--- src/rtl/core/rfp_pkg.sv ---
package rfp_pkg;

   localparam int HEADER_BYTES_DEF = 4;
   localparam int FIFO_DEPTH = 4;

   localparam int WORD_W = 32;
   localparam int LEN_W = 16;
   localparam int CSR_INDEX_W = 3;
   localparam int CSR_DATA_W = 8;

   typedef enum logic [CSR_INDEX_W-1:0] {
      CSR_MAGIC_FIRST  = 3'd0,
      CSR_MAGIC_SECOND = 3'd1,
      CSR_VERSION_CODE = 3'd2,
      CSR_BEGIN_CODE   = 3'd3,
      CSR_DATA_CODE    = 3'd4,
      CSR_COMMIT_CODE  = 3'd5,
      CSR_ABORT_CODE   = 3'd6
   } csr_index_type;

   typedef struct packed {
      logic [7:0] magic_first;
      logic [7:0] magic_second;
      logic [7:0] version_code;
      logic [7:0] begin_code;
      logic [7:0] data_code;
      logic [7:0] commit_code;
      logic [7:0] abort_code;
   } cfg_type;

   typedef struct packed {
      logic              kind;
      logic [7:0]        payload_byte;
      logic              frame_ok;
      logic [7:0]        command_value;
      logic [WORD_W-1:0] total_size;
      logic [WORD_W-1:0] expected_crc;
      logic [WORD_W-1:0] transfer_number;
      logic [WORD_W-1:0] chunk_offset;
      logic [LEN_W-1:0]  payload_length;
      logic              run_end;
   } result_type;

   // up to two results leave one accepted byte
   typedef struct packed {
      logic       push_first;
      logic       push_second;
      result_type first;
      result_type second;
   } push_type;

endpackage

--- src/rtl/core/rfp_parse.sv ---
module rfp_parse #(
   parameter int HEADER_BYTES = rfp_pkg::HEADER_BYTES_DEF
) (
   input  logic                clock,
   input  logic                reset,
   input  rfp_pkg::cfg_type    cfg,
   input  logic                beat_en,
   input  logic [7:0]          frame_byte,
   input  logic                final_byte,
   output rfp_pkg::push_type   push
);

   typedef enum logic [2:0] {
      CMD_OTHER,
      CMD_BEGIN,
      CMD_DATA,
      CMD_COMMIT,
      CMD_ABORT
   } cmd_type;

   localparam logic [15:0] POS_HDR      = 16'(HEADER_BYTES);
   localparam logic [15:0] POS_HDR_LAST = 16'(HEADER_BYTES - 1);
   localparam logic [15:0] POS_SHORT_OK = 16'(HEADER_BYTES + 3);
   localparam logic [15:0] POS_LONG_OK  = 16'(HEADER_BYTES + 7);

   logic [15:0]                 byte_position_ff, byte_position_in;
   logic                        header_good_ff, header_good_in;
   logic [7:0]                  held_command_ff, held_command_in;
   logic [rfp_pkg::WORD_W-1:0]  first_word_ff, first_word_in;
   logic [rfp_pkg::WORD_W-1:0]  second_word_ff, second_word_in;
   logic [rfp_pkg::LEN_W-1:0]   payload_counter_ff, payload_counter_in;

   logic [15:0]                 body_index;
   logic                        in_body;
   logic                        payload_hit;
   logic                        hdr_done;
   logic                        frame_ok;
   cmd_type                     cmd_kind;
   rfp_pkg::result_type         payload_res;
   rfp_pkg::result_type         verdict_res;

   function automatic cmd_type classify(input logic [7:0] c, input rfp_pkg::cfg_type r);
      cmd_type k;
      if (c == r.begin_code) k = CMD_BEGIN;
      else if (c == r.data_code) k = CMD_DATA;
      else if (c == r.commit_code) k = CMD_COMMIT;
      else if (c == r.abort_code) k = CMD_ABORT;
      else k = CMD_OTHER;
      return k;
   endfunction

   always_comb begin
      header_good_in  = header_good_ff;
      held_command_in = held_command_ff;
      first_word_in   = first_word_ff;
      second_word_in  = second_word_ff;
      payload_counter_in = payload_counter_ff;

      case (byte_position_ff)
         16'd0:   if (frame_byte != cfg.magic_first) header_good_in = 1'b0;
         16'd1:   if (frame_byte != cfg.magic_second) header_good_in = 1'b0;
         16'd2:   if (frame_byte != cfg.version_code) header_good_in = 1'b0;
         16'd3:   held_command_in = frame_byte;
         default: ;
      endcase

      cmd_kind   = classify(held_command_in, cfg);
      in_body    = byte_position_ff >= POS_HDR;
      body_index = byte_position_ff - POS_HDR;
      payload_hit = 1'b0;

      if (in_body) begin
         if (body_index < 16'd4) begin
            first_word_in = {first_word_ff[rfp_pkg::WORD_W-9:0], frame_byte};
         end else if (body_index < 16'd8) begin
            second_word_in = {second_word_ff[rfp_pkg::WORD_W-9:0], frame_byte};
         end else if (header_good_in && cmd_kind == CMD_DATA) begin
            payload_hit = 1'b1;
            if (payload_counter_ff != '1) payload_counter_in = payload_counter_ff + 1'b1;
         end
      end

      // verdict from the state as updated by this byte
      hdr_done = header_good_in && byte_position_ff >= POS_HDR_LAST;
      case (cmd_kind)
         CMD_BEGIN, CMD_DATA:   frame_ok = hdr_done && byte_position_ff >= POS_LONG_OK;
         CMD_COMMIT, CMD_ABORT: frame_ok = hdr_done && byte_position_ff >= POS_SHORT_OK;
         default:               frame_ok = hdr_done;
      endcase

      payload_res = '0;
      payload_res.payload_byte = frame_byte;
      payload_res.run_end = ~final_byte;

      verdict_res = '0;
      verdict_res.kind = 1'b1;
      verdict_res.frame_ok = frame_ok;
      verdict_res.run_end = 1'b1;
      if (hdr_done) verdict_res.command_value = held_command_in;
      if (frame_ok) begin
         case (cmd_kind)
            CMD_BEGIN: begin
               verdict_res.total_size   = first_word_in;
               verdict_res.expected_crc = second_word_in;
            end
            CMD_DATA: begin
               verdict_res.transfer_number = first_word_in;
               verdict_res.chunk_offset    = second_word_in;
               verdict_res.payload_length  = payload_counter_in;
            end
            CMD_COMMIT, CMD_ABORT: begin
               verdict_res.transfer_number = first_word_in;
            end
            default: ;
         endcase
      end

      push.push_first  = beat_en && (payload_hit || final_byte);
      push.push_second = beat_en && payload_hit && final_byte;
      push.first  = payload_hit ? payload_res : verdict_res;
      push.second = verdict_res;

      if (final_byte) begin
         byte_position_in   = '0;
         header_good_in     = 1'b1;
         held_command_in    = '0;
         first_word_in      = '0;
         second_word_in     = '0;
         payload_counter_in = '0;
      end else if (byte_position_ff != '1) begin
         byte_position_in = byte_position_ff + 1'b1;
      end else begin
         byte_position_in = byte_position_ff;
      end
   end

   always_ff @(posedge clock) begin
      if (reset) begin
         byte_position_ff   <= '0;
         header_good_ff     <= 1'b1;
         held_command_ff    <= '0;
         first_word_ff      <= '0;
         second_word_ff     <= '0;
         payload_counter_ff <= '0;
      end else if (beat_en) begin
         byte_position_ff   <= byte_position_in;
         header_good_ff     <= header_good_in;
         held_command_ff    <= held_command_in;
         first_word_ff      <= first_word_in;
         second_word_ff     <= second_word_in;
         payload_counter_ff <= payload_counter_in;
      end
   end

endmodule

--- src/rtl/core/rfp_rsp_fifo.sv ---
module rfp_rsp_fifo (
   input  logic                 clock,
   input  logic                 reset,
   input  rfp_pkg::push_type    push,
   output logic                 room,
   output logic                 out_valid,
   input  logic                 out_ready,
   output rfp_pkg::result_type  out_res
);

   localparam int DEPTH = rfp_pkg::FIFO_DEPTH;
   localparam int PTR_W = $clog2(DEPTH);
   localparam int CNT_W = $clog2(DEPTH + 1);

   rfp_pkg::result_type   entry_ff [DEPTH];
   logic [PTR_W-1:0]      wr_ptr_ff, wr_ptr_in;
   logic [PTR_W-1:0]      rd_ptr_ff, rd_ptr_in;
   logic [CNT_W-1:0]      count_ff, count_in;
   logic                  pop;
   logic [PTR_W-1:0]      wr_next;

   assign pop       = out_valid && out_ready;
   assign out_valid = count_ff != '0;
   assign out_res   = entry_ff[rd_ptr_ff];
   // two free entries, so a byte that gives two results always fits
   assign room      = count_ff <= CNT_W'(DEPTH - 2);
   assign wr_next   = wr_ptr_ff + 1'b1;

   always_comb begin
      wr_ptr_in = wr_ptr_ff + PTR_W'(push.push_first) + PTR_W'(push.push_second);
      rd_ptr_in = rd_ptr_ff + PTR_W'(pop);
      count_in  = count_ff + CNT_W'(push.push_first) + CNT_W'(push.push_second)
                  - CNT_W'(pop);
   end

   always_ff @(posedge clock) begin
      if (reset) begin
         wr_ptr_ff <= '0;
         rd_ptr_ff <= '0;
         count_ff  <= '0;
      end else begin
         wr_ptr_ff <= wr_ptr_in;
         rd_ptr_ff <= rd_ptr_in;
         count_ff  <= count_in;
      end
   end

   always_ff @(posedge clock) begin
      if (push.push_first) entry_ff[wr_ptr_ff] <= push.first;
      if (push.push_second) entry_ff[wr_next] <= push.second;
   end

endmodule

--- src/rtl/core/request_frame_parser_unit.sv ---
// a result is offered in the cycle after its byte is accepted, if the queue was empty
// throughput: one byte per cycle; a payload byte that also ends the frame
// queues two results, which leave one per cycle while rsp_tready is high, from a four-entry queue;
// the input stalls only while three or more results wait
// reset: synchronous; configuration registers go to zero, the queue empties
// and the frame state returns to its start, with the header flag set
module request_frame_parser_unit #(
   parameter int HEADER_BYTES = rfp_pkg::HEADER_BYTES_DEF
) (
   input  logic                              clock,
   input  logic                              reset,
   input  logic                              req_tvalid,
   output logic                              req_tready,
   input  logic [7:0]                        req_tdata,   // frame_byte
   input  logic                              req_tlast,   // final_byte
   output logic                              rsp_tvalid,
   input  logic                              rsp_tready,
   // payload_byte, frame_ok, command_value, total_size, expected_crc,
   // transfer_number, chunk_offset, payload_length, zero fill
   output logic [167:0]                      rsp_tdata,
   output logic                              rsp_tuser,   // kind
   output logic                              rsp_tlast,   // run_end
   input  logic                              csr_wr_en,
   input  logic [rfp_pkg::CSR_INDEX_W-1:0]   csr_index,
   input  logic [rfp_pkg::CSR_DATA_W-1:0]    csr_wr_data
);

   rfp_pkg::cfg_type     cfg_ff, cfg_in;
   rfp_pkg::push_type    push;
   rfp_pkg::result_type  out_res;
   logic                 room;
   logic                 beat_en;

   assign req_tready = room;
   assign beat_en    = req_tvalid && room;

   always_comb begin
      cfg_in = cfg_ff;
      if (csr_wr_en) begin
         unique case (csr_index)
            rfp_pkg::CSR_MAGIC_FIRST:  cfg_in.magic_first  = csr_wr_data;
            rfp_pkg::CSR_MAGIC_SECOND: cfg_in.magic_second = csr_wr_data;
            rfp_pkg::CSR_VERSION_CODE: cfg_in.version_code = csr_wr_data;
            rfp_pkg::CSR_BEGIN_CODE:   cfg_in.begin_code   = csr_wr_data;
            rfp_pkg::CSR_DATA_CODE:    cfg_in.data_code    = csr_wr_data;
            rfp_pkg::CSR_COMMIT_CODE:  cfg_in.commit_code  = csr_wr_data;
            rfp_pkg::CSR_ABORT_CODE:   cfg_in.abort_code   = csr_wr_data;
            default: ;
         endcase
      end
   end

   always_ff @(posedge clock) begin
      if (reset) begin
         cfg_ff <= '0;
      end else begin
         cfg_ff <= cfg_in;
      end
   end

   rfp_parse #(
      .HEADER_BYTES (HEADER_BYTES)
   ) u_parse (
      .clock      (clock),
      .reset      (reset),
      .cfg        (cfg_ff),
      .beat_en    (beat_en),
      .frame_byte (req_tdata),
      .final_byte (req_tlast),
      .push       (push)
   );

   rfp_rsp_fifo u_rsp_fifo (
      .clock     (clock),
      .reset     (reset),
      .push      (push),
      .room      (room),
      .out_valid (rsp_tvalid),
      .out_ready (rsp_tready),
      .out_res   (out_res)
   );

   assign rsp_tuser = out_res.kind;
   assign rsp_tlast = out_res.run_end;
   assign rsp_tdata = {7'd0,
                       out_res.payload_length,
                       out_res.chunk_offset,
                       out_res.transfer_number,
                       out_res.expected_crc,
                       out_res.total_size,
                       out_res.command_value,
                       out_res.frame_ok,
                       out_res.payload_byte};

endmodule

--- config.mk ---
export PLATFORM = sky130hd
export DESIGN_NAME = request_frame_parser_unit
export DESIGN_NICKNAME = d
export VERILOG_FILES = /design/src/rtl/core/rfp_pkg.sv /design/src/rtl/core/rfp_parse.sv /design/src/rtl/core/rfp_rsp_fifo.sv /design/src/rtl/core/request_frame_parser_unit.sv
export SDC_FILE = /design/constraint.sdc
export NUM_CORES = 1
export LEC_CHECK = 0
export BUFFER_PORTS_ARGS = -buffer_cell sky130_fd_sc_hd__buf_2
export CORE_MARGIN = 5
export CORE_UTILIZATION = 54
export CTS_BUF_LIST = sky130_fd_sc_hd__clkbuf_4 sky130_fd_sc_hd__clkbuf_8
export DETAILED_ROUTE_END_ITERATION = 6
export HOLD_SLACK_MARGIN = 0.06
export PLACE_DENSITY = 0.71
export SLEW_MARGIN = 5
export SYNTH_ARGS = -nofsm -noshare
export SYNTH_HDL_FRONTEND = slang
export SYNTH_HIERARCHICAL = 1
export SYNTH_SLANG_ARGS = --single-unit
--- constraint.sdc ---
create_clock -name clock -period 21.4 [get_ports clock]
set_input_delay 2.14 -clock clock [delete_from_list [all_inputs] [get_ports clock]]
set_output_delay 2.14 -clock clock [all_outputs]
set_load 0.05 [all_outputs]
# [Word-level counts from Yosys, hierarchy flattened]
# Memories as Yosys holds them, arrays and structs flattened. A register that Yosys moved wholly into a read port is not among the register bits.
# Cells that the tools add are included.
[word_totals] regBits=168 mem_bits_rw=652 mem_count=1 in_bits=25 out_inout_bits=172
[op_classes] n_lt_le_gt_ge=7 n_reduce_logical=25 n_bitwise=1 eq_ne=22 add_sub_neg=10 mux=42
[memory_table] memory="u_rsp_fifo.entry_ff" depth=4 width=163 rd=1 rd_ports_with_merged_regs=1 write_ports=2 line_no="rfp_rsp_fifo.sv:15" source="rfp_pkg::result_type entry_ff [DEPTH];"
[op_table] cell="32-bit 2-to-1 mux" count=8
[op_table] cell="163-bit 2-to-1 mux" count=1
[op_table] cell="144-bit 2-to-1 mux" count=1
[op_table] cell="16-bit 2-to-1 mux" count=8
[op_table] cell="64-bit 2-to-1 mux" count=1
[op_table] cell="48-bit 2-to-1 mux" count=1
[op_table] cell="16-bit by 1-bit adder with 16-bit output (second input constant)" count=2
[op_table] cell="16-bit by 2-bit equality test with 1-bit output (second input constant)" count=2
[op_table] cell="8-bit equality test" count=4
[op_table] cell="16-bit by 3-bit >= comparator with 1-bit output (second input constant)" count=2
[op_table] cell="16-bit != test (second input constant)" count=2
[op_table] cell="8-bit 2-to-1 mux" count=3
[op_table] cell="8-bit != test" count=3
[op_table] cell="16-bit by 1-bit equality test with 1-bit output (second input constant)" count=1
[op_table] cell="16-bit by 2-bit >= comparator with 1-bit output (second input constant)" count=1
[op_table] cell="16-bit by 4-bit >= comparator with 1-bit output (second input constant)" count=1
[op_table] cell="16-bit zero test" count=1
[op_table] cell="16-bit by 3-bit < comparator with 1-bit output (second input constant)" count=1
[op_table] cell="16-bit by 4-bit < comparator with 1-bit output (second input constant)" count=1
[op_table] cell="2-bit AND reduction" count=8
[op_table] cell="16-bit by 3-bit subtractor with 16-bit output (second input constant)" count=1
[op_table] cell="3-bit by 2-bit equality test with 1-bit output (second input constant)" count=4
[op_table] cell="3-bit equality test (second input constant)" count=4
[op_table] cell="1-bit 2-to-1 mux" count=12
[op_table] cell="18 further kinds" count=34

# [Longest topological paths before layout]
# Gate-level depths: netlist of the first run.
[logic_depth] word_depth=18 ltp_mapped=18 depth_no_buf=17

# [By module]
# Netlist of the first run, hierarchy kept.
[modules_own_cells] module="rfp_rsp_fifo" instances=1 area_per_inst_um2=32055.7 cells_per_inst=1618
[modules_own_cells] module="rfp_parse" instances=1 area_per_inst_um2=8281.7 cells_per_inst=1159
[modules_own_cells] module="request_frame_parser_unit" instances=1 area_per_inst_um2=2283.4 cells_per_inst=206

# [Least setup slack after synthesis of the first run]
# OpenSTA, ideal clock, no wires.
[synth_path] kind="input -> register" startpoint="input port req_tdata[5]" endpoint="memory u_rsp_fifo/entry_ff[0][0] in the netlist's numbering (enable)" slack_ns=3.994 n_path_buf=1 arrival_time_ns=16.481 setup_time_ns=0.925 cell_stages=11 t_required_ns=20.475 path_cell_list="clkbuf_1 > inv_1 > a222oi_1 > nor4b_1 > o22a_1 > nand4_2 > nor3_2 > clkinv_1 > a21boi_0 > inv_1 > o31ai_1"
[synth_rtl] element="from (decl)" line_no="request_frame_parser_unit.sv:14" source="input logic [7:0] req_tdata,"
[synth_rtl] element="to (decl)" line_no="rfp_rsp_fifo.sv:15"

==> metrics, run 1 <==
Clock Skew 0.0377 ns; Worst setup EP type flop; Power Total 4.30 mW; flops & latches, synth a little over 800; global-route wire length before repair 165000 um; Post-DRT Antenna Nets 0; Startpoint Class input port; Inst Count DP slightly above 4000; H-tree levels 4; TritonCTS Sinks 820; DRC 0; largest net degree at the start of global routing ~120; 1st-iter DRT viols between 2000 and 2500; FMAX 0.133 GHz; die area around 85000 sq um; EDFF count, synth between 600 and 700; layout cell share with drive strength beyond 1 0.403; Ports approximately 200; min cycle time layout 7.54 ns; clock root cell clkbuf_8; Post-Synthesis Cells around 3000; slowest CP cell o31ai_4; R2R Setup Slk about 14 ns; Worst Min Path Start cfg_ff[44]$_SDFFE_PP0P_; Clock Path Buffers 3; Hold Path Class reg2reg; die width 291 um; actual slew at the worst max-slew pin 1.20 ns; max_slew headroom 0.200; core area between 70000 and 80000 sq um; Final Cell Area 46700 sq um; Reg clk slew, reported paths 0.05 ns; synthesized cell area 42600 sq um; R2R Path End u_rsp_fifo/entry_ff[0][102]$_DFFE_PP_; vias in the first global route 27500; Area contributors post-synth edfxtp_1 46%, mux2_2 15%, mux4_2 8.6%; largest area contributor in the netlist edfxtp_1; count of cell types in the netlist 76; Filler cells 6096; sequential area share after synthesis 0.538; Std-Cell Rows 103; final WL 109000 um; leak pwr 17.2 nW; outcome finished, final reports clean; fin nets about 3200; placed inst area 43900 sq um; # resized after CTS 0; post-CTS setup buffer count 0; critical path's most frequent cell buf_4; initial antenna violation count 3; Worst Path Class, Setup in2reg; max-slew violations 0; Synth async-reset ratio 0; routability cong. approximately 0.9; layout overhead on the synthesized area 9.66%; CTS hold repair buffers 0; TNS Setup 0 ns; crit-path cells buf_2, xnor2_1, nand3_1, nor3_1, o41a_1, nand2_1, nor3_2, buf_4, clkinv_1, a21boi_0, inv_1, o31ai_4, buf_4, buf_4; total CTS buffers about 140; Peak VDD IR ~0.13 mV; most frequent cells in the layout 652 x edfxtp_1, 572 x mux2_2, 350 x nor2_1; Reg2Reg Depth 15; DR WL/cell 25.3 um; starting density of the core 0.542; remaining global-route overflow 0; post-DP HPWL approximately 65000 um; WHS Path Cells 2; worst r2r src u_parse/byte_position_ff[2]$_SDFFE_PP0P_; WP data required 21.79 ns; CTS tree yes; die height 291 um; Cell Pwr Density a little over 90 nW/um^2; Final Hold Viols 0; clk_lat worst skew 0.79 ns; worst hold slack just under 0.5 ns; non-filler cells, final ~4300; RSZ-0062 raised after global routing no; GRT Total Usage 0.251; YS warnings 6; Max FO, Critical Path 49; CP max stage delay 0.81 ns; syn_area_per_cell 14.3 sq um; DRT Pass-1 Iters 5; dominant synthesized flop cell edfxtp_1; drt via density 6.11; Via Count ~26000; Synth top area share 0.459; commonest non-fill, non-tap cell in the layout edfxtp_1; port bufs 189; CP Data Arrival Time roughly 7.9 ns; Final Setup Violations 0; Tcrit/Tclk final 0.352; WHS Endpoint cfg_ff[44]$_SDFFE_PP0P_; MaxCap Viol Count 0
[sequential cells by signal (all words and copies together) (netlist names), 2 cells and up]
| register | cells |
|---|---|
| cfg_ff | 56 |
| u_rsp_fifo/wr_ptr_ff | 2 |
| u_parse/held_command_ff | 8 |
| u_rsp_fifo/rd_ptr_ff | 2 |
| u_rsp_fifo/count_ff | 3 |
| u_parse/payload_counter_ff | 16 |
| u_parse/byte_position_ff | 16 |
| u_parse/second_word_ff | 32 |
| u_parse/first_word_ff | 32 |
| u_rsp_fifo/entry_ff | 652 |
[area by class of cell]
| type | count | area, sq um | area share |
|---|---|---|---|
| Timing Repair Buffer | 232 | 1300 | 0.0277 |
| Multi-Input combinational cell | 1902 | 18200 | 0.390 |
| Sequential cell | 820 | 22900 | 0.491 |
| Clock buffer | 204 | 2470 | 0.0528 |
| Tap cell | 1050 | 1310 | 0.0281 |
| Inverter | 35 | 131 | 0.00281 |
| Antenna cell | 1 | 2.50 | 0.0000535 |
| Clock inverter | 46 | 355 | 0.00760 |
[metal layers]
| layer | share of wire | vias to the layer above | track usage |
|---|---|---|---|
| met5 | 0 | - | 0 |
| met4 | 0.023 | 0 | 0.0718 |
| met3 | 0.067 | 153 | 0.0496 |
| met2 | 0.50 | 928 | 0.422 |
| met1 | 0.41 | 13500 | 0.335 |
| li1 | - | 11700 | - |
[cells in the mapped netlist (4+ instances only)]
cell type,count
edfxtp_1,652
mux2_2,572
nor2_1,353
dfxtp_1,168
mux4_2,163
mux2i_1,133
nor3_1,88
clkbuf_1,87
nand2b_1,76
mux2_4,70
buf_2,69
xnor2_1,53
a22oi_1,49
nand2_1,39
buf_6,37
inv_1,34
buf_4,33
nand3_1,28
a32oi_1,24
xor2_1,24
a21oi_1,21
and2_1,21
ha_1,14
nand4_1,12
mux2_1,10
nor2b_1,10
o21ai_0,10
buf_8,8
nor3b_1,7
a222oi_1,6
a31oi_1,6
and3_1,6
and4_1,6
buf_1,6
nor4_1,6
or3_1,6
nor4b_1,5
nor4_4,4
[metrics by stage]
step	setup slack, ns	util
after floorplan	3.99	-
after global placement	13.37	0.559
after detailed placement	13.12	0.559
after CTS	13.95	0.594
after global routing	13.55	0.595
final	13.86	0.595
[how the worst max path moves through the flow]
stage,endpoint,startpoint
2_1_floorplan,u_rsp_fifo/entry_ff[0][0]$_DFFE_PP_,req_tdata[5]
3_3_place_gp,u_rsp_fifo/entry_ff[0][105]$_DFFE_PP_,req_tdata[3]
3_5_place_dp,u_rsp_fifo/entry_ff[0][39]$_DFFE_PP_,req_tdata[6]
4_1_cts,u_rsp_fifo/entry_ff[0][102]$_DFFE_PP_,req_tdata[6]
5_1_grt,u_rsp_fifo/entry_ff[0][102]$_DFFE_PP_,req_tdata[6]
6_report,u_rsp_fifo/entry_ff[0][102]$_DFFE_PP_,req_tdata[6]
[power by group]
| group | internal (mW) | leakage [nW] | switching [mW] |
|---|---|---|---|
| Combinational | 0.305 | 8.10 | 0.748 |
| Clock | 0.792 | 1.50 | 0.640 |
| Sequential | 1.77 | 7.61 | 0.0457 |
| Total | 2.87 | 17.2 | 1.43 |
[worst max-delay path: cells and delay by family]
kind,cells,cell delay (ns)
xor gates and xnor gates,1,0.18
and+or+nand+nor,4,0.96
AOI/OAI and AO/OA,3,1.92
buffers and inverters,6,2.65
[kinds of logic (layout without fill, tap and decap cells)]
family | after synthesis | count (layout) | share of synthesized area
multiplexers | 950 | 950 | 0.297
adder cells (fa/ha/maj) | 17 | 17 | 0.00552
flip-flops | 820 | 820 | 0.538
XOR/XNOR | 77 | 77 | 0.0158
other | 3 | 18 | 0.000264
AND/OR/NAND/NOR | 690 | 690 | 0.0794
buffers and inverters | 275 | 517 | 0.0378
AO/OA/AOI/OAI | 151 | 151 | 0.0263
Note: power is estimated with default switching activity, not from simulation.
==> inputs of run 2 (changes only) <==
- PLACE_DENSITY: 0.71 -> 0.74
- clock period: 21.4 -> 6.45 ns (I/O delays scaled with it)
==> run 2 against run 1 <==
Effect of this change:
- cell count about the same
- register-to-register slack worse by 13 ns
- critical endpoint is now u_rsp_fifo/entry_ff[2][34]$_DFFE_PP_
- largest power group unchanged
- largest cell class unchanged
- setup slack worse by 13 ns
==> metrics, run 2 (synthesis results as in run 1) <==
outcome finished, final reports clean; clock root cell clkbuf_8; total internal power 9.48 mW (+230%); Reg clk slew, reported paths 0.06 ns (about the same); Startpoint Class flop; Setup crit start u_parse/byte_position_ff[2]$_SDFFE_PP0P_; clock share of power 0.329 (-0.004); core area 78600 sq um (unchanged); R2R Path End u_rsp_fifo/entry_ff[2][34]$_DFFE_PP_; Top Registers u_rsp_fifo/entry_ff (652), cfg_ff (56); Clock Path Buffers 3 (unchanged); R2R Setup Slk 1.24 ns (-13.03 ns); CTS hold repair buffers 0 (unchanged); Hold Path Class in2reg; fin nets 3167 (-0.16%); largest net degree at the start of global routing 164 (+36%); total CTS buffers 141 (+1.4%); port bufs 189 (unchanged); Std-Cell Rows 103 (unchanged); # resized after CTS 0 (unchanged); min cycle time layout between 5 and 6 ns; Reg2Reg Depth 13 (-2); initial antenna violation count 5 (+2); Final Setup Violations 0 (unchanged); die height 291 um (unchanged); register area 23000 sq um (about the same); layout overhead on the synthesized area 10.1%; die width 291 um (unchanged); drt via density 6.19 (+1.2%); DR WL/cell 25.2 um (-0.67%); TritonCTS Sinks 820 (unchanged); post-CTS setup buffer count 0 (unchanged); RSZ-0062 raised after global routing no; end of the critical path u_rsp_fifo/entry_ff[2][34]$_DFFE_PP_; remaining global-route overflow 0 (unchanged); starting density of the core 0.542 (unchanged); Largest Register u_rsp_fifo/entry_ff; max_slew headroom 0.195 (-0.00446); leak pwr 17.2 nW (about the same); vias in the first global route 28300 (+3.0%); FMAX approximately 0.19 GHz; GRT Total Usage 0.250 (-0.000273); final WL 108000 um (-0.65%); Clock Skew 0.0392 ns (+0.00158 ns); routability cong. 0.904 (+0.80%); layout cell share with drive strength beyond 1 0.405 (+0.00247); most frequent cells in the layout 652 x edfxtp_1, 572 x mux2_2, 350 x nor2_1; Power Total 14.2 mW (+230%); MaxCap Viol Count 0 (unchanged); CP Data Arrival Time 5.72 ns (-2.21 ns); 1st-iter DRT viols 2090 (-7.6%); clk_lat worst skew 0.78 ns (about the same); WP data required 6.96 ns (-14.83 ns); Seq pwr share 0.421 (about the same); TNS Setup 0 ns (unchanged); Cell Pwr Density 304 nW/um^2 (+230%); Post-DRT Antenna Nets 0 (unchanged); Peak VDD IR 0.218 mV (+65%); DRT Pass-1 Iters 6 (+1); H-tree levels 4 (unchanged); actual slew at the worst max-slew pin 1.21 ns (+0.00960 ns); max FFs per register 652 (unchanged); commonest non-fill, non-tap cell in the layout edfxtp_1; combinational share of power 0.250 (+0.005); Final Hold Viols 0 (unchanged); Via Count 26500 (+1.2%); CTS tree yes; area taken by multi-input logic gates 18300 sq um (+0.46%); max-slew violations 0 (unchanged); die area 84600 sq um (unchanged); Tcrit/Tclk final 0.808; Max FO, Critical Path 40 (-18%); worst hold slack 0.349 ns (-0.143 ns); global-route wire length before repair 166000 um (+0.68%); Worst setup EP type flop; Sw Pwr 4.77 mW (+230%); worst r2r src u_parse/byte_position_ff[2]$_SDFFE_PP0P_; DRC 0 (unchanged); Worst Path Class, Setup reg2reg; Sw Ratio 0.335 (+0.00131); Ports 197 (unchanged); Filler cells 6059 (-0.61%); post-DP HPWL 63200 um (-2.1%)
==> run 2: cell types whose count changed in the layout (fill, tap and decap cells not counted), sizes merged <==
cell / before / now
clkinv: 31 / 42
inv: 43 / 35
buf: 232 / 225
clkbuf: 204 / 208
bufinv: 4 / 1
clkinvlp: 3 / 6
diode: 1 / 2
==> run 2: critical path: stages, from the launching register on <==
cell and delay, ns:
dfxtp_4 0.37, inv_4 0.09, ha_4 0.14, and4bb_2 0.25, nand4_4 0.37, mux2i_1 0.57
o22a_1 0.29, nand4_4 0.27, nor3_4 0.59, and3_1 0.49, nand3b_1 0.30, buf_4 0.38
buf_4 0.42, mux2_2 0.37
==> run 2: cell type report <==
class / instances / share of cell area
antenna: 2 / 0.000107
clock buffer: 208 / 0.0546
clock inverter: 49 / 0.00552
inverter: 35 / 0.00293
multi-input combinational: 1902 / 0.390
sequential: 820 / 0.489
tap: 1050 / 0.0280
timing repair buffer: 225 / 0.0294
==> run 2: metal layers <==
layer | vias to the layer above | track usage | wire, um
met3 | 239 | 0.0449 | 7310
met4 | 6 | 0.100 | 3730
met5 | - | 0 | 37
li1 | 11700 | - | -
met1 | 13500 | 0.319 | 43000
met2 | 1105 | 0.428 | 54000
==> run 2: power by group through the flow <==
| stage | combinational [mW] | clock [mW] | sequential (mW) |
|---|---|---|---|
| after floorplan | 2.78 | 0 | 6.05 |
| after global placement | 3.60 | 0 | 6.10 |
| after detailed placement | 3.61 | 0 | 6.12 |
| after CTS | 3.61 | 4.76 | 6.01 |
| after global routing | 3.72 | 5.02 | 6.02 |
| final | 3.56 | 4.68 | 6.00 |
==> run 2: worst min path at each step <==
stage	startpoint	end	depth (start not counted)
2_1_floorplan	u_parse/header_good_ff$_SDFFE_PP1P_	u_parse/header_good_ff$_SDFFE_PP1P_	2
6_report	csr_wr_data[6]	cfg_ff[30]$_SDFFE_PP0P_	3
3_5_place_dp	u_parse/header_good_ff$_SDFFE_PP1P_	u_parse/header_good_ff$_SDFFE_PP1P_	2
5_1_grt	csr_wr_data[6]	cfg_ff[46]$_SDFFE_PP0P_	3
4_1_cts	csr_wr_data[6]	cfg_ff[30]$_SDFFE_PP0P_	3
3_3_place_gp	cfg_ff[55]$_SDFFE_PP0P_	cfg_ff[55]$_SDFFE_PP0P_	2
==> run 2: per-stage QoR <==
| step | utilization | cells | setup slack, ns | area (sq um) |
|---|---|---|---|---|
| after global routing | 0.597 | 4290 | 0.972 | 46900 |
| final | 0.597 | 4291 | 1.24 | 46900 |
| after CTS | 0.597 | 4289 | 1.28 | 46900 |
| after floorplan | - | 2997 | -1.08 | 42800 |
| after detailed placement | 0.561 | 4032 | 1.27 | 44100 |
| after global placement | 0.561 | 4032 | 1.40 | 44100 |
==> inputs of run 3 (changes only) <==
- clock period: 6.45 -> 4.48 ns (I/O delays scaled with it)
==> run 3 against run 2 <==
Effect of this change:
- via count shrank 0.17%
- combinational power grew 45%
- sequential share of layout area shrank 0.75 points
- critical path type unchanged
- highest routed layer is now met4
==> metrics, run 3 (synthesis results as in run 1) <==
outcome finished, final reports clean; crit-path cells inv_4, ha_4, and4bb_2, nand4_4, a2111oi_0, o2bb2ai_1, or4_1, nand3_2, buf_4, buf_4, nor2_1, mux2_2; max FFs per register 652 (unchanged); R2R Path End u_rsp_fifo/entry_ff[3][21]$_DFFE_PP_; area taken by multi-input logic gates 18400 sq um (+0.29%); Hold Path Class in2reg; port bufs 189 (unchanged); Via Count 26500 (-0.17%); layout overhead on the synthesized area 11.8%; CTS tree yes; GRT Total Usage 0.246 (-0.00401); DRC 0 (unchanged); actual slew at the worst max-slew pin 1.12 ns (-0.0885 ns); core area 78600 sq um (unchanged); DRT Pass-1 Iters 6 (unchanged); Clock Skew 0.0479 ns (+0.00866 ns); Final Hold Viols 0 (unchanged); post-DP HPWL 64800 um (+2.6%); pre-CTS WS 0.117 ns (-1.15 ns); vias in the first global route 27800 (-1.8%); Tcrit/Tclk final 0.969 (+0.161); Top Registers u_rsp_fifo/entry_ff (652), cfg_ff (56); FMAX 0.230 GHz (+20%); MaxCap Viol Count 0 (unchanged); largest net degree at the start of global routing 79 (-52%); Post-DRT Antenna Nets 0 (unchanged); max-slew violations 0 (unchanged); WHS Endpoint cfg_ff[22]$_SDFFE_PP0P_; total CTS buffers 137 (-2.8%); H-tree levels 4 (unchanged); WHS Path Cells 3 (unchanged); remaining global-route overflow 0 (unchanged); CP Data Arrival Time 4.86 ns (-0.86 ns); Worst setup EP type flop; layout cell share with drive strength beyond 1 0.418 (+0.0133); max_slew headroom 0.252 (+0.0572); Inst Count DP 4081 (+1.2%); Largest Register u_rsp_fifo/entry_ff; Reg clk slew, reported paths 0.06 ns (about the same); final WL 107000 um (-0.59%); CP max stage delay 0.65 ns (+0.06 ns); Reg2Reg Depth 12 (-1); drt via density 6.11 (-1.2%); initial antenna violation count 2 (-3); Cell Pwr Density 430 nW/um^2 (+42%); Filler cells 5936 (-2.0%); 1st-iter DRT viols 2159 (+3.3%); leak pwr 17.6 nW (+2.2%); die width 291 um (unchanged); RSZ-0062 raised after global routing no; DR WL/cell 24.8 um (-1.6%); Startpoint Class flop; R2R Setup Slk 0.14 ns (-1.10 ns); Max FO, Critical Path 21 (-48%); Worst Path Class, Setup reg2reg; fin nets 3222 (+1.7%); clock root cell clkbuf_8; Std-Cell Rows 103 (unchanged); WP data required 5.00 ns (-1.96 ns); Peak VDD IR 0.477 mV (+120%); critical path's most frequent cell buf_4; commonest non-fill, non-tap cell in the layout edfxtp_1; Worst Slack Setup Final 0.137 ns (-1.10 ns); most frequent cells in the layout 652 x edfxtp_1, 572 x mux2_2, 349 x nor2_1; Ports 197 (unchanged); starting density of the core 0.542 (unchanged); routability cong. 0.869 (-3.9%); min cycle time layout 4.34 ns (-0.868 ns); clk_lat worst skew 0.79 ns (about the same); worst r2r src u_parse/byte_position_ff[2]$_SDFFE_PP0P_; global-route wire length before repair 163000 um (-1.6%); Clock Path Buffers 3 (unchanged); register area 23000 sq um (unchanged); die area 84600 sq um (unchanged); non-filler cells, final 4335 (+1.0%); die height 291 um (unchanged); slowest CP cell or4_1; Final Setup Violations 0 (unchanged); TritonCTS Sinks 820 (unchanged); Worst Min Path Start csr_wr_data[6]
run 3: changes by cell type in the layout (fill, tap and decap cells not counted), sizes merged:
cell	delta
clkinv	-17
clkinvlp	-2
inv	+1
diode	-1
clkbuf	+4
buf	+57
dlygate4sd3	+1
nand4	+1
run 3: worst max path at each step:
stage,from,to,slack (ns)
6_report,u_parse/byte_position_ff[2]$_SDFFE_PP0P_,u_rsp_fifo/entry_ff[3][21]$_DFFE_PP_,0.14
5_1_grt,u_parse/byte_position_ff[2]$_SDFFE_PP0P_,u_rsp_fifo/entry_ff[2][158]$_DFFE_PP_,0.03
4_1_cts,u_parse/byte_position_ff[2]$_SDFFE_PP0P_,u_rsp_fifo/entry_ff[3][21]$_DFFE_PP_,0.10
3_5_place_dp,u_parse/byte_position_ff[2]$_SDFFE_PP0P_,u_rsp_fifo/entry_ff[2][38]$_DFFE_PP_,0.12
3_3_place_gp,u_parse/byte_position_ff[2]$_SDFFE_PP0P_,u_rsp_fifo/entry_ff[2][147]$_DFFE_PP_,0.24
2_1_floorplan,u_parse/byte_position_ff[2]$_SDFFE_PP0P_,u_rsp_fifo/entry_ff[0][0]$_DFFE_PP_,-2.59
run 3: routing by layer:
| metal | track usage | up-vias | wire length (um) |
|---|---|---|---|
| li1 | - | 11800 | - |
| met5 | 0 | - | 0 |
| met2 | 0.425 | 1020 | 54400 |
| met3 | 0.0461 | 172 | 7420 |
| met1 | 0.320 | 13500 | 43000 |
| met4 | 0.0734 | 0 | 2590 |
run 3: area by class of cell:
type,count,share of cell area
sequential,820,0.482
multi-input combinational,1903,0.385
clock buffer,212,0.0541
timing repair buffer,283,0.0442
tap,1050,0.0276
clock inverter,31,0.00407
inverter,35,0.00289
antenna,1,0.0000525
run 3: metrics by stage:
| stage | cell area, sq um | TNS [ns] | total power, mW | hold slack, ns | utilization |
|---|---|---|---|---|---|
| after floorplan | 42800 | -1002.70 | 12.7 | 0.457 | - |
| after global placement | 44700 | 0 | 14.0 | 0.472 | 0.569 |
| after detailed placement | 44700 | 0 | 14.0 | 0.482 | 0.569 |
| after CTS | 47500 | 0 | 20.7 | 0.0983 | 0.605 |
| after global routing | 47600 | 0 | 21.2 | 0.154 | 0.606 |
| final | 47600 | 0 | 20.5 | 0.163 | 0.606 |
run 3: what timing repair did:
item	in CTS	in global routing
setup endpoints to repair	0	410
hold endpoints to repair	2	0
resized for setup	0	7
hold buffers	1	0
setup buffers	0	8
run 3: where the power goes:
part | internal, mW | leakage, nW | switching [mW]
Combinational | 1.52 | 8.50 | 3.64
Clock | 3.71 | 1.47 | 2.96
Sequential | 8.45 | 7.62 | 0.189
run 3: critical path: cells and delay by family (launching register included):
kind | cells | cell delay [ns]
AO/OA/AOI/OAI | 2 | 0.70
adder cells (fa/ha/maj) | 1 | 0.14
buffers and inverters | 3 | 0.81
flip-flops | 1 | 0.38
multiplexers | 1 | 0.31
AND/OR/NAND/NOR | 5 | 1.73
